[src/hw/rtl/gbn_pkg.sv]
`default_nettype none
// ---------------------------------------------------------------------------
// gbn_pkg
// shared types and constants of the go-back-n sender core
// ---------------------------------------------------------------------------
package gbn_pkg;

    // sequence space, a power of two so that sequence arithmetic wraps
    localparam int SEQ_SPACE = 8;
    localparam int SEQ_W     = $clog2(SEQ_SPACE);
    localparam int CNT_W     = 3;
    localparam int WIN_W     = 3;
    localparam int TMO_W     = 16;
    localparam int TICK_W    = 32;
    localparam int DATA_W    = 8;
    localparam int OP_W      = 2;
    localparam int KIND_W    = 3;
    localparam int S_TDATA_W = 16;
    localparam int M_TDATA_W = 16;
    localparam int CFG_IDX_W = 1;
    localparam int CFG_DATA_W = 16;

    localparam logic [WIN_W-1:0] WINDOW_RESET  = WIN_W'(4);
    localparam logic [TMO_W-1:0] TIMEOUT_RESET = TMO_W'(3);

    // configuration register indexes
    localparam logic [CFG_IDX_W-1:0] CFG_WIN_SIZE      = 1'b0;
    localparam logic [CFG_IDX_W-1:0] CFG_TIMEOUT_TICKS = 1'b1;

    typedef enum logic [OP_W-1:0] {
        OP_SEND = 2'd0,
        OP_ACK  = 2'd1,
        OP_TICK = 2'd2,
        OP_NOP  = 2'd3
    } op_t;

    typedef enum logic [KIND_W-1:0] {
        KIND_NEW         = 3'd0,
        KIND_RESENT      = 3'd1,
        KIND_FULL        = 3'd2,
        KIND_ACK_TAKEN   = 3'd3,
        KIND_ACK_IGNORED = 3'd4,
        KIND_IDLE        = 3'd5
    } kind_t;

    typedef enum logic [1:0] {
        ST_IDLE = 2'd0,
        ST_EXEC = 2'd1,
        ST_READ = 2'd2,
        ST_EMIT = 2'd3
    } state_t;

    // operands of the shared subtract / compare unit
    typedef struct packed {
        logic [TICK_W-1:0] a;
        logic [TICK_W-1:0] b;
        logic [TICK_W-1:0] limit;
    } alu_req_t;

    typedef struct packed {
        logic [TICK_W-1:0] diff;
        logic              lt;
        logic              gt;
    } alu_rsp_t;

    // write and read controls of the frame and stamp stores
    typedef struct packed {
        logic              frame_we;
        logic              stamp_we;
        logic [SEQ_W-1:0]  wr_addr;
        logic [DATA_W-1:0] wr_data;
        logic [TICK_W-1:0] wr_stamp;
        logic              frame_re;
        logic [SEQ_W-1:0]  frame_rd_addr;
        logic              stamp_re;
        logic [SEQ_W-1:0]  stamp_rd_addr;
    } store_ctl_t;

endpackage
`default_nettype wire

[src/hw/rtl/gbn_alu.sv]
`default_nettype none
// ---------------------------------------------------------------------------
// gbn_alu
// shared subtract / compare unit: a - b, borrow, and difference above limit
// ---------------------------------------------------------------------------
module gbn_alu (
    input  var gbn_pkg::alu_req_t req,
    output var gbn_pkg::alu_rsp_t rsp
);
    import gbn_pkg::*;

    logic [TICK_W:0] sub_full;

    always_comb begin
        sub_full = {1'b0, req.a} - {1'b0, req.b};
        rsp.diff = sub_full[TICK_W-1:0];
        rsp.lt   = sub_full[TICK_W];
        rsp.gt   = (sub_full[TICK_W-1:0] > req.limit);
    end

endmodule
`default_nettype wire

[src/hw/rtl/gbn_store.sv]
`default_nettype none
// ---------------------------------------------------------------------------
// gbn_store
// frame byte store and send stamp store, one write and one registered read each
// ---------------------------------------------------------------------------
module gbn_store (
    input  var logic                       aclk,
    input  var gbn_pkg::store_ctl_t        ctl,
    output var logic [gbn_pkg::DATA_W-1:0] frame_rd_data,
    output var logic [gbn_pkg::TICK_W-1:0] stamp_rd_data
);
    import gbn_pkg::*;

    logic [DATA_W-1:0] frame_mem [SEQ_SPACE];
    logic [TICK_W-1:0] stamp_mem [SEQ_SPACE];

    always_ff @(posedge aclk) begin
        if (ctl.frame_we) begin
            frame_mem[ctl.wr_addr] <= ctl.wr_data;
        end
        if (ctl.frame_re) begin
            frame_rd_data <= frame_mem[ctl.frame_rd_addr];
        end
    end

    always_ff @(posedge aclk) begin
        if (ctl.stamp_we) begin
            stamp_mem[ctl.wr_addr] <= ctl.wr_stamp;
        end
        if (ctl.stamp_re) begin
            stamp_rd_data <= stamp_mem[ctl.stamp_rd_addr];
        end
    end

endmodule
`default_nettype wire

[src/hw/rtl/go_back_n_sender_core.sv]
`default_nettype none
// ---------------------------------------------------------------------------
// go_back_n_sender_core
// go-back-n sliding window sender, sequence numbers modulo 8
// ---------------------------------------------------------------------------
// Each request carries one operation in s_tuser: send a byte, take a
// cumulative ack, or advance time by one tick (the unused code is a tick
// that does not advance time). The core takes one request at a time:
// s_tready is high only while the sequencer is idle. A send, an ack or a
// tick that does not time out is accepted, then passes the execute state,
// which shares the subtract / compare unit, and gives one result. A
// tick whose oldest outstanding frame has waited longer than timeout_ticks
// replays all n outstanding frames oldest first, with m_tlast on the final
// one; each frame passes a read state and then an emit state, as the frame
// store has a single read port. Results sit in an output register, so a
// new request is accepted while the last result still waits for m_tready;
// backpressure only stretches the execute or emit state. The user writes
// configuration through cfg_wr_en / cfg_addr / cfg_wr_data only while the
// core is idle (not enforced); the window size keeps cfg_wr_data[2:0].
// ---------------------------------------------------------------------------
module go_back_n_sender_core (
    input  var logic                            aclk,
    input  var logic                            aresetn,
    // configuration write port
    input  var logic                            cfg_wr_en,
    input  var logic [gbn_pkg::CFG_IDX_W-1:0]   cfg_addr,
    input  var logic [gbn_pkg::CFG_DATA_W-1:0]  cfg_wr_data,
    // request channel
    input  var logic                            s_tvalid,
    output var logic                            s_tready,
    input  var logic [gbn_pkg::S_TDATA_W-1:0]   s_tdata,   // payload[7:0], ack_seq[10:8]
    input  var logic [gbn_pkg::OP_W-1:0]        s_tuser,   // opcode[1:0]
    // result channel
    output var logic                            m_tvalid,
    input  var logic                            m_tready,
    output var logic [gbn_pkg::M_TDATA_W-1:0]   m_tdata,   // frame_seq[2:0], frame_data[10:3],
                                                           // in_flight[13:11]
    output var logic [gbn_pkg::KIND_W-1:0]      m_tuser,   // kind[2:0]
    output var logic                            m_tlast
);
    import gbn_pkg::*;

    // sequencer and request registers
    state_t            state_reg,    state_next;
    op_t               op_reg,       op_next;
    logic [DATA_W-1:0] payload_reg,  payload_next;
    logic [SEQ_W-1:0]  ack_reg,      ack_next;

    // configuration
    logic [WIN_W-1:0]  win_size_reg;
    logic [TMO_W-1:0]  timeout_reg;

    // window state
    logic [SEQ_W-1:0]  base_reg,     base_next;
    logic [SEQ_W-1:0]  next_seq_reg, next_seq_next;
    logic [CNT_W-1:0]  outst_reg,    outst_next;
    logic [TICK_W-1:0] tick_reg,     tick_next;

    // replay walk
    logic [SEQ_W-1:0]  cur_seq_reg,  cur_seq_next;
    logic [CNT_W-1:0]  remain_reg,   remain_next;

    // output register
    logic              m_valid_reg,  m_valid_next;
    kind_t             m_kind_reg,   m_kind_next;
    logic [SEQ_W-1:0]  m_seq_reg,    m_seq_next;
    logic [DATA_W-1:0] m_data_reg,   m_data_next;
    logic              m_last_reg,   m_last_next;
    logic [CNT_W-1:0]  m_infl_reg,   m_infl_next;

    alu_req_t          alu_req;
    alu_rsp_t          alu_rsp;
    store_ctl_t        store_ctl;
    logic [DATA_W-1:0] frame_rd_data;
    logic [TICK_W-1:0] stamp_rd_data;

    logic              accept;
    logic              out_free;
    logic [WIN_W-1:0]  win_limit;
    logic [SEQ_W-1:0]  ack_dist;

    // field unpacking
    logic [DATA_W-1:0] in_payload;
    logic [SEQ_W-1:0]  in_ack;

    assign in_payload = s_tdata[DATA_W-1:0];
    assign in_ack     = s_tdata[DATA_W+SEQ_W-1:DATA_W];

    assign s_tready = (state_reg == ST_IDLE);
    assign accept   = s_tvalid && s_tready;
    // output register can take a new result this cycle
    assign out_free = !m_valid_reg || m_tready;

    assign m_tvalid = m_valid_reg;
    assign m_tuser  = m_kind_reg;
    assign m_tlast  = m_last_reg;
    assign m_tdata  = {(M_TDATA_W-CNT_W-DATA_W-SEQ_W)'(0), m_infl_reg, m_data_reg, m_seq_reg};

    // window capped one below the sequence space
    assign win_limit = (win_size_reg > WIN_W'(SEQ_SPACE - 1)) ? WIN_W'(SEQ_SPACE - 1)
                                                              : win_size_reg;
    // distance of the ack from the window base, wraps in the sequence space
    assign ack_dist  = ack_reg - base_reg;

    gbn_alu u_alu (
        .req (alu_req),
        .rsp (alu_rsp)
    );

    gbn_store u_store (
        .aclk          (aclk),
        .ctl           (store_ctl),
        .frame_rd_data (frame_rd_data),
        .stamp_rd_data (stamp_rd_data)
    );

    // operand select for the shared unit
    always_comb begin
        alu_req.limit = TICK_W'(timeout_reg);
        case (op_reg)
            OP_SEND: begin
                // room in window: outstanding < limit
                alu_req.a = TICK_W'(outst_reg);
                alu_req.b = TICK_W'(win_limit);
            end
            OP_ACK: begin
                // ack names an outstanding frame: distance < outstanding
                alu_req.a = TICK_W'(ack_dist);
                alu_req.b = TICK_W'(outst_reg);
            end
            default: begin
                // elapsed ticks of the oldest frame against the timeout
                alu_req.a = tick_reg;
                alu_req.b = stamp_rd_data;
            end
        endcase
    end

    // sequencer
    always_comb begin
        state_next    = state_reg;
        op_next       = op_reg;
        payload_next  = payload_reg;
        ack_next      = ack_reg;
        base_next     = base_reg;
        next_seq_next = next_seq_reg;
        outst_next    = outst_reg;
        tick_next     = tick_reg;
        cur_seq_next  = cur_seq_reg;
        remain_next   = remain_reg;

        m_valid_next  = m_valid_reg && !m_tready;
        m_kind_next   = m_kind_reg;
        m_seq_next    = m_seq_reg;
        m_data_next   = m_data_reg;
        m_last_next   = m_last_reg;
        m_infl_next   = m_infl_reg;

        store_ctl.frame_we      = 1'b0;
        store_ctl.stamp_we      = 1'b0;
        store_ctl.wr_addr       = next_seq_reg;
        store_ctl.wr_data       = payload_reg;
        store_ctl.wr_stamp      = tick_reg;
        store_ctl.frame_re      = 1'b0;
        store_ctl.frame_rd_addr = cur_seq_reg;
        // fetch the oldest stamp with the request, base holds until execute
        store_ctl.stamp_re      = accept;
        store_ctl.stamp_rd_addr = base_reg;

        case (state_reg)
            ST_IDLE: begin
                if (accept) begin
                    op_next      = op_t'(s_tuser);
                    payload_next = in_payload;
                    ack_next     = in_ack;
                    if (op_t'(s_tuser) == OP_TICK) begin
                        tick_next = tick_reg + TICK_W'(1);
                    end
                    state_next = ST_EXEC;
                end
            end

            ST_EXEC: begin
                if (out_free) begin
                    m_valid_next = 1'b1;
                    m_seq_next   = '0;
                    m_data_next  = '0;
                    m_last_next  = 1'b1;
                    m_infl_next  = outst_reg;
                    state_next   = ST_IDLE;
                    case (op_reg)
                        OP_SEND: begin
                            if (alu_rsp.lt) begin
                                store_ctl.frame_we = 1'b1;
                                store_ctl.stamp_we = 1'b1;
                                next_seq_next      = next_seq_reg + SEQ_W'(1);
                                outst_next         = outst_reg + CNT_W'(1);
                                m_kind_next        = KIND_NEW;
                                m_seq_next         = next_seq_reg;
                                m_data_next        = payload_reg;
                                m_infl_next        = outst_reg + CNT_W'(1);
                            end else begin
                                m_kind_next = KIND_FULL;
                            end
                        end
                        OP_ACK: begin
                            if (alu_rsp.lt) begin
                                base_next   = ack_reg + SEQ_W'(1);
                                outst_next  = outst_reg - CNT_W'(ack_dist) - CNT_W'(1);
                                m_kind_next = KIND_ACK_TAKEN;
                                m_infl_next = outst_reg - CNT_W'(ack_dist) - CNT_W'(1);
                            end else begin
                                m_kind_next = KIND_ACK_IGNORED;
                            end
                        end
                        OP_TICK: begin
                            if ((outst_reg != '0) && alu_rsp.gt) begin
                                // timeout: walk the window instead of a single result
                                m_valid_next = m_valid_reg && !m_tready;
                                cur_seq_next = base_reg;
                                remain_next  = outst_reg;
                                state_next   = ST_READ;
                            end else begin
                                m_kind_next = KIND_IDLE;
                            end
                        end
                        default: begin
                            m_kind_next = KIND_IDLE;
                        end
                    endcase
                end
            end

            ST_READ: begin
                store_ctl.frame_re = 1'b1;
                state_next         = ST_EMIT;
            end

            ST_EMIT: begin
                if (out_free) begin
                    m_valid_next       = 1'b1;
                    m_kind_next        = KIND_RESENT;
                    m_seq_next         = cur_seq_reg;
                    m_data_next        = frame_rd_data;
                    m_last_next        = (remain_reg == CNT_W'(1));
                    m_infl_next        = outst_reg;
                    // restamp the replayed frame
                    store_ctl.stamp_we = 1'b1;
                    store_ctl.wr_addr  = cur_seq_reg;
                    cur_seq_next       = cur_seq_reg + SEQ_W'(1);
                    remain_next        = remain_reg - CNT_W'(1);
                    state_next         = (remain_reg == CNT_W'(1)) ? ST_IDLE : ST_READ;
                end
            end

            default: begin
                state_next = ST_IDLE;
            end
        endcase
    end

    always_ff @(posedge aclk) begin
        if (!aresetn) begin
            state_reg    <= ST_IDLE;
            base_reg     <= '0;
            next_seq_reg <= '0;
            outst_reg    <= '0;
            tick_reg     <= '0;
            m_valid_reg  <= 1'b0;
        end else begin
            state_reg    <= state_next;
            base_reg     <= base_next;
            next_seq_reg <= next_seq_next;
            outst_reg    <= outst_next;
            tick_reg     <= tick_next;
            m_valid_reg  <= m_valid_next;
        end
    end

    // configuration registers
    always_ff @(posedge aclk) begin
        if (!aresetn) begin
            win_size_reg <= WINDOW_RESET;
            timeout_reg  <= TIMEOUT_RESET;
        end else if (cfg_wr_en) begin
            case (cfg_addr)
                CFG_WIN_SIZE:      win_size_reg <= cfg_wr_data[WIN_W-1:0];
                CFG_TIMEOUT_TICKS: timeout_reg  <= cfg_wr_data[TMO_W-1:0];
                default:           ;
            endcase
        end
    end

    // payload registers, no reset
    always_ff @(posedge aclk) begin
        op_reg      <= op_next;
        payload_reg <= payload_next;
        ack_reg     <= ack_next;
        cur_seq_reg <= cur_seq_next;
        remain_reg  <= remain_next;
        m_kind_reg  <= m_kind_next;
        m_seq_reg   <= m_seq_next;
        m_data_reg  <= m_data_next;
        m_last_reg  <= m_last_next;
        m_infl_reg  <= m_infl_next;
    end

    // window bookkeeping stays consistent
    a_seq_window: assert property (@(posedge aclk) disable iff (!aresetn)
        next_seq_reg == SEQ_W'(base_reg + outst_reg))
        else $error("next sequence does not match base plus outstanding");

    // one request at a time
    a_one_request: assert property (@(posedge aclk) disable iff (!aresetn)
        accept |=> !s_tready)
        else $error("request accepted while the previous one is still at work");

    // a new frame grows the window by one
    a_new_grows: assert property (@(posedge aclk) disable iff (!aresetn)
        (state_reg == ST_EXEC && op_reg == OP_SEND && out_free && alu_rsp.lt)
        |=> outst_reg == CNT_W'($past(outst_reg) + CNT_W'(1)))
        else $error("new frame did not grow the window");

    // the final replayed frame is the newest outstanding one
    a_replay_end: assert property (@(posedge aclk) disable iff (!aresetn)
        (m_valid_reg && m_last_reg && m_kind_reg == KIND_RESENT)
        |-> m_seq_reg == SEQ_W'(base_reg + outst_reg - CNT_W'(1)))
        else $error("replay ended on a frame other than the newest");

endmodule
`default_nettype wire

[config.mk]
export PLATFORM = sky130hd
export DESIGN_NAME = go_back_n_sender_core
export DESIGN_NICKNAME = d
export VERILOG_FILES = /design/src/hw/rtl/gbn_pkg.sv /design/src/hw/rtl/gbn_alu.sv /design/src/hw/rtl/gbn_store.sv /design/src/hw/rtl/go_back_n_sender_core.sv
export SDC_FILE = /design/constraint.sdc
export NUM_CORES = 1
export LEC_CHECK = 0
export BUFFER_PORTS_ARGS = -buffer_cell sky130_fd_sc_hd__buf_4
export CAP_MARGIN = 20
export CORE_MARGIN = 4
export CORE_UTILIZATION = 40
export DETAILED_ROUTE_END_ITERATION = 7
export GPL_TIMING_DRIVEN = 1
export PLACE_DENSITY = 0.53
export SYNTH_ARGS = -nofsm -noshare
export SYNTH_HDL_FRONTEND = slang
export SYNTH_HIERARCHICAL = 1
export SYNTH_SLANG_ARGS = --single-unit
[constraint.sdc]
create_clock -name aclk -period 8.2 [get_ports aclk]
set_input_delay 1.64 -clock aclk [delete_from_list [all_inputs] [get_ports aclk]]
set_output_delay 1.64 -clock aclk [all_outputs]
set_load 0.03 [all_outputs]
# After elaboration in Yosys (flattened, before gate mapping)
# Memories as Yosys holds them, arrays and structs flattened. A register that Yosys moved wholly into a read port is not among the register bits.
# Index checks and enable logic that the tools add are counted.
# Widths: inputs -> output; s select.
[totals]
regBits = 100
latch_bits = 0
mem_bits_rw = 320
romBits = 0
in_bits = 40
out_inout_bits = 22
wordCells = 129
memories = 2
[op_classes]
addsub = 10
mul = 0
n_div = 0
order_cmp = 2
n_eq_ne = 13
shifts = 0
mux = 62
bitwise_logic = 1
reduce_logical = 21
[memory_table]
columns = ["name", "words", "word_bits", "rd", "rd_clocked_by_memory_dff", "write_ports", "line", "rtl"]
rows = [
  ["u_store.stamp_mem", 8, 32, 1, 1, 1, "gbn_store.sv:15", "logic [TICK_W-1:0] stamp_mem [SEQ_SPACE];"],
  ["u_store.frame_mem", 8, 8, 1, 1, 1, "gbn_store.sv:14", "logic [DATA_W-1:0] frame_mem [SEQ_SPACE];"],
]
[op_table]
columns = ["operator", "count"]
rows = [
  ["$pmux 64 s2", 1],
  ["$mux 3", 22],
  ["$pmux 3 s2", 6],
  ["$sub 32x32->33", 1],
  ["$add 32x1->32 const B", 1],
  ["$gt 32x16->1", 1],
  ["$mux 8", 4],
  ["$mux 2", 10],
  ["$pmux 8 s2", 1],
  ["$add 3x1->3 const B", 4],
  ["$mux 1", 12],
  ["$reduce_and 4->1", 3],
  ["$pmux 3 s3", 1],
  ["$reduce_and 3->1", 3],
  ["$eq 2x2->1 const B", 4],
  ["$pmux 2 s4", 1],
  ["$reduce_and 2->1", 4],
  ["$ne 2x2->1 const B", 3],
  ["$pmux 1 s2", 3],
  ["$sub 3x1->3 const B", 2],
  ["$sub 3x3->3", 2],
  ["$reduce_and 5->1", 1],
  ["$eq 2x1->1 const B", 2],
  ["$logic_not 2->1", 2],
  ["11 further kinds", 15],
]

# Longest topological paths before layout
[logic_depth]
depth_word = 10
depth_mapped = 28
depth_no_buf = 28

# By module
# The synthesis kept the hierarchy.
[by_module_without_submodules]
columns = ["module", "instances", "cells_per_inst", "area_per_inst_um2", "seq_area_each_um2"]
rows = [
  ["gbn_store", 1, 526, 13564.3, 10810.4],
  ["go_back_n_sender_core", 1, 548, 5063.6, 2372.3],
  ["gbn_alu", 1, 367, 2585.0, 0.0],
]

# Worst setup path after synthesis
# Ideal clock, no wire load.
[synth_path]
path_type = "reg2reg"
from = "register ack_reg[0]"
to = "memory u_store.stamp_mem[0][0] (enable)"
arrival_ps = 6287
t_required_ps = 7739
slack_ps = 1452
path_stages_with_launch = 22
period_less_slack_ps = 6748
path_cell_list = "edfxtp_1 -> inv_1 -> ha_1 -> inv_1 -> fa_1 -> xor2_1 -> and2_1 -> o31ai_1 -> o21ai_0 -> ha_1 -> nor2b_4 -> o31a_1 -> a21oi_1 -> a21oi_2 -> o31ai_4 -> a21oi_2 -> a221oi_1 -> nor3b_1 -> nor2_1 -> nor2_1 -> nand2b_1 -> nor3_1"
[synth_rtl]
columns = ["element", "line", "rtl"]
rows = [
  ["from (decl)", "go_back_n_sender_core.sv:47", "logic [SEQ_W-1:0] ack_reg, ack_next;"],
  ["from (signal assigned)", "go_back_n_sender_core.sv:298", "ack_reg <= ack_next;"],
  ["to (decl)", "gbn_store.sv:15", ""],
]

==> flow_metrics.env <==
export IMPL_dp_worst_setup_slack_ns=1.49
export IMPL_cts_buffers=51
export IMPL_hold_depth=2
export IMPL_drt_wirelength_per_cell_um=19.8
export IMPL_holdBufCountCts=0
export IMPL_p_per_area_nw_per_um2=222
export IMPL_multiInputGateArea_sq_um=7400
export IMPL_ir_drop_v=0.000131
export IMPL_syn_area_per_cell_sq_um=14.7
export IMPL_fin_crit_sh_pct=81.1
export IMPL_nFillCells=4589
export IMPL_p_sw_share_pct=22.4
export IMPL_cts_setup_buffers=0
export IMPL_hpwl_um=26800
export IMPL_start_util_pct=40.4
export IMPL_cts_tree="done"
export IMPL_drive_gt1_share_pct=15.9
export IMPL_rsz0062_at_grt="no"
export IMPL_ff2ff_setup_slack_ns=1.55
export IMPL_p_switching_mw=1.20
export IMPL_drt_initial_drc_count=803
export IMPL_clkPwrFrac_pct=43.0
export IMPL_seq_power_share_pct=49.4
export IMPL_p_leak_nw=8.64
export IMPL_fin_crit_ns=6.65
export IMPL_cts_sinks=460
export IMPL_setup_ws_ns=1.55
export IMPL_finalMaxSlewViolations=0
export IMPL_final_seq_area_sq_um=13200
export IMPL_crit_type="reg -> reg"
export IMPL_vias=11900
export IMPL_holdPathEnd="timeout_reg[10]$_SDFFE_PN0P_"
export IMPL_grt_pass1_wl_um=69500
export IMPL_comb_power_share_pct=7.6
export IMPL_worstPathRequired_ns=8.51
export IMPL_r2r_start="base_reg[0]$_SDFFE_PN0P_"
export IMPL_clockBufferDepth=3
export IMPL_stdcell_area_sq_um=24000
export IMPL_place_congestion=0.764
export IMPL_nNetsFinal=1634
export IMPL_netlist_area_sq_um=21200
export IMPL_die_w_um=238
export IMPL_dieArea_sq_um=56800
export IMPL_tightest_slew_ns=0.969
export IMPL_cts_root_buffer="clkbuf_16"
export IMPL_setup_viol=0
export IMPL_ys_warn_count=6
export IMPL_drt_first_pass_iters=5
export IMPL_slew_headroom_pct=35.4
export IMPL_area_growth_pct=13.4
export IMPL_tns_ns=0
export IMPL_coreArea_sq_um=52600
export IMPL_internal_power_mw=4.13
export IMPL_largest_reg_flops=256
export IMPL_grt_pass1_vias=12100
export IMPL_min_path_type="reg -> reg"
export IMPL_clkTransAtPathRegs_ns=0.06
export IMPL_r2r_worst_path_cells=24
export IMPL_routed_wl_um=44500
export IMPL_crit_fanout=33
export IMPL_worstHoldStart="timeout_reg[10]$_SDFFE_PN0P_"
export IMPL_max_cap_violations=0
export IMPL_timing_rr_end="m_tuser[2]$_SDFFCE_PP0P_"
export IMPL_grt_max_degree=65
export IMPL_drtAntennaViolNets=0
export IMPL_top_register="u_store/stamp_mem"
export IMPL_cts_resized=0
export IMPL_io_buffer_count=54
export IMPL_crit_arrival_ns=6.95
export IMPL_clk_latency_ns=0.60
export IMPL_antenna_found_initial=0
export IMPL_crit_path_start="base_reg[0]$_SDFFE_PN0P_"
export IMPL_finalHoldViolations=0
export IMPL_drc=0
export IMPL_max_freq_mhz=150
export IMPL_io_pins=62
export IMPL_grt_usage_pct=15.6
export IMPL_reg_top3="u_store/stamp_mem (256), u_store/frame_mem (64)"
export IMPL_cp_end_kind="flip-flop"
export IMPL_h_tree_depth=2
export IMPL_rows=84
export IMPL_gr_total_overflow=0
export IMPL_start_kind="flip-flop"
export IMPL_clock_skew_ns=0.0186
export IMPL_syn_inst=1440
export IMPL_die_y_um=238
export IMPL_outcome="complete, no violations"
export IMPL_avgViaCountPerCell=5.31
export IMPL_post_dp_cell_area_sq_um=22300
## through the flow
| stage | hold WS [ns] | utilization, % | power [mW] | instances |
|---|---|---|---|---|
| final | 0.462 | 45.7 | 5.33 | 2248 |
| after CTS | 0.463 | 45.7 | 5.41 | 2247 |
| after global routing | 0.483 | 45.7 | 5.56 | 2247 |
| after global placement | 0.444 | 42.5 | 3.09 | 2152 |
| after detailed placement | 0.452 | 42.5 | 3.09 | 2152 |
| after floorplan | 0.434 | - | 2.97 | 1457 |
## routing by layer
metal  global-route usage (%)  part of all wire (%)  vias up
li1                         -                     -     5670
met1                     22.0                    46     5990
met2                     25.2                    47      229
met3                     2.96                   4.6       52
met5                        0                     0        -
met4                     4.12                   2.0        0
## layout by cell type (no fill, tap or decap), drive strengths merged, types with 25 or more instances in the layout
master	instances
nor2	55
o21ai	41
a21oi	86
buf	72
clkbuf	64
ha	74
mux4	80
xnor2	25
and2	67
dfxtp	63
nand2	91
inv	94
mux2	44
edfxtp	397
## cell type report
cell class | instances | area share (%)
diodes | 1 | 0.0104
clock buffers | 64 | 5.64
clock inverters | 31 | 1.46
inverters | 92 | 1.44
multi-input cells | 840 | 30.8
flip-flops and latches | 460 | 54.9
well taps | 688 | 3.58
repair buffers | 72 | 2.25
## power groups by stage
stage,clock network [mW],logic [mW],registers (mW)
finish,2.29,0.406,2.63
CTS,2.36,0.413,2.63
global route,2.46,0.457,2.64
global placement,0,0.405,2.68
floorplan,0,0.298,2.67
detailed placement,0,0.410,2.68
## worst max-delay path: stages, from the launching register on
cell     delay [ns]
dfxtp_4        0.74
ha_1           0.26
inv_1          0.05
fa_1           0.37
xor2_1         0.28
nor2_1         0.08
o31ai_1        0.27
o21ai_0        0.16
ha_1           0.38
nor2b_4        0.14
o31a_1         0.29
a21oi_1        0.29
a21oi_2        0.18
o31ai_4        0.31
a21oi_2        0.12
a21oi_1        0.20
xnor2_1        0.09
ha_1           0.30
nand4_1        0.12
o21ai_0        0.56
o32ai_1        0.16
nor2_1         0.25
nand2_1        0.12
nor4_1         0.46
nor2_1         0.17
## worst max path at each step
stage | end | cells past startpoint
global placement | m_tuser[1]$_SDFFCE_PP0P_ | 24
floorplan | u_store/stamp_mem[0][0]$_DFFE_PP_ | 21
detailed placement | u_store/frame_mem[2][4]$_DFFE_PP_ | 22
global route | m_tuser[2]$_SDFFCE_PP0P_ | 24
CTS | m_tuser[2]$_SDFFCE_PP0P_ | 24
finish | m_tuser[2]$_SDFFCE_PP0P_ | 24
Power figures use the tool's default switching activity.
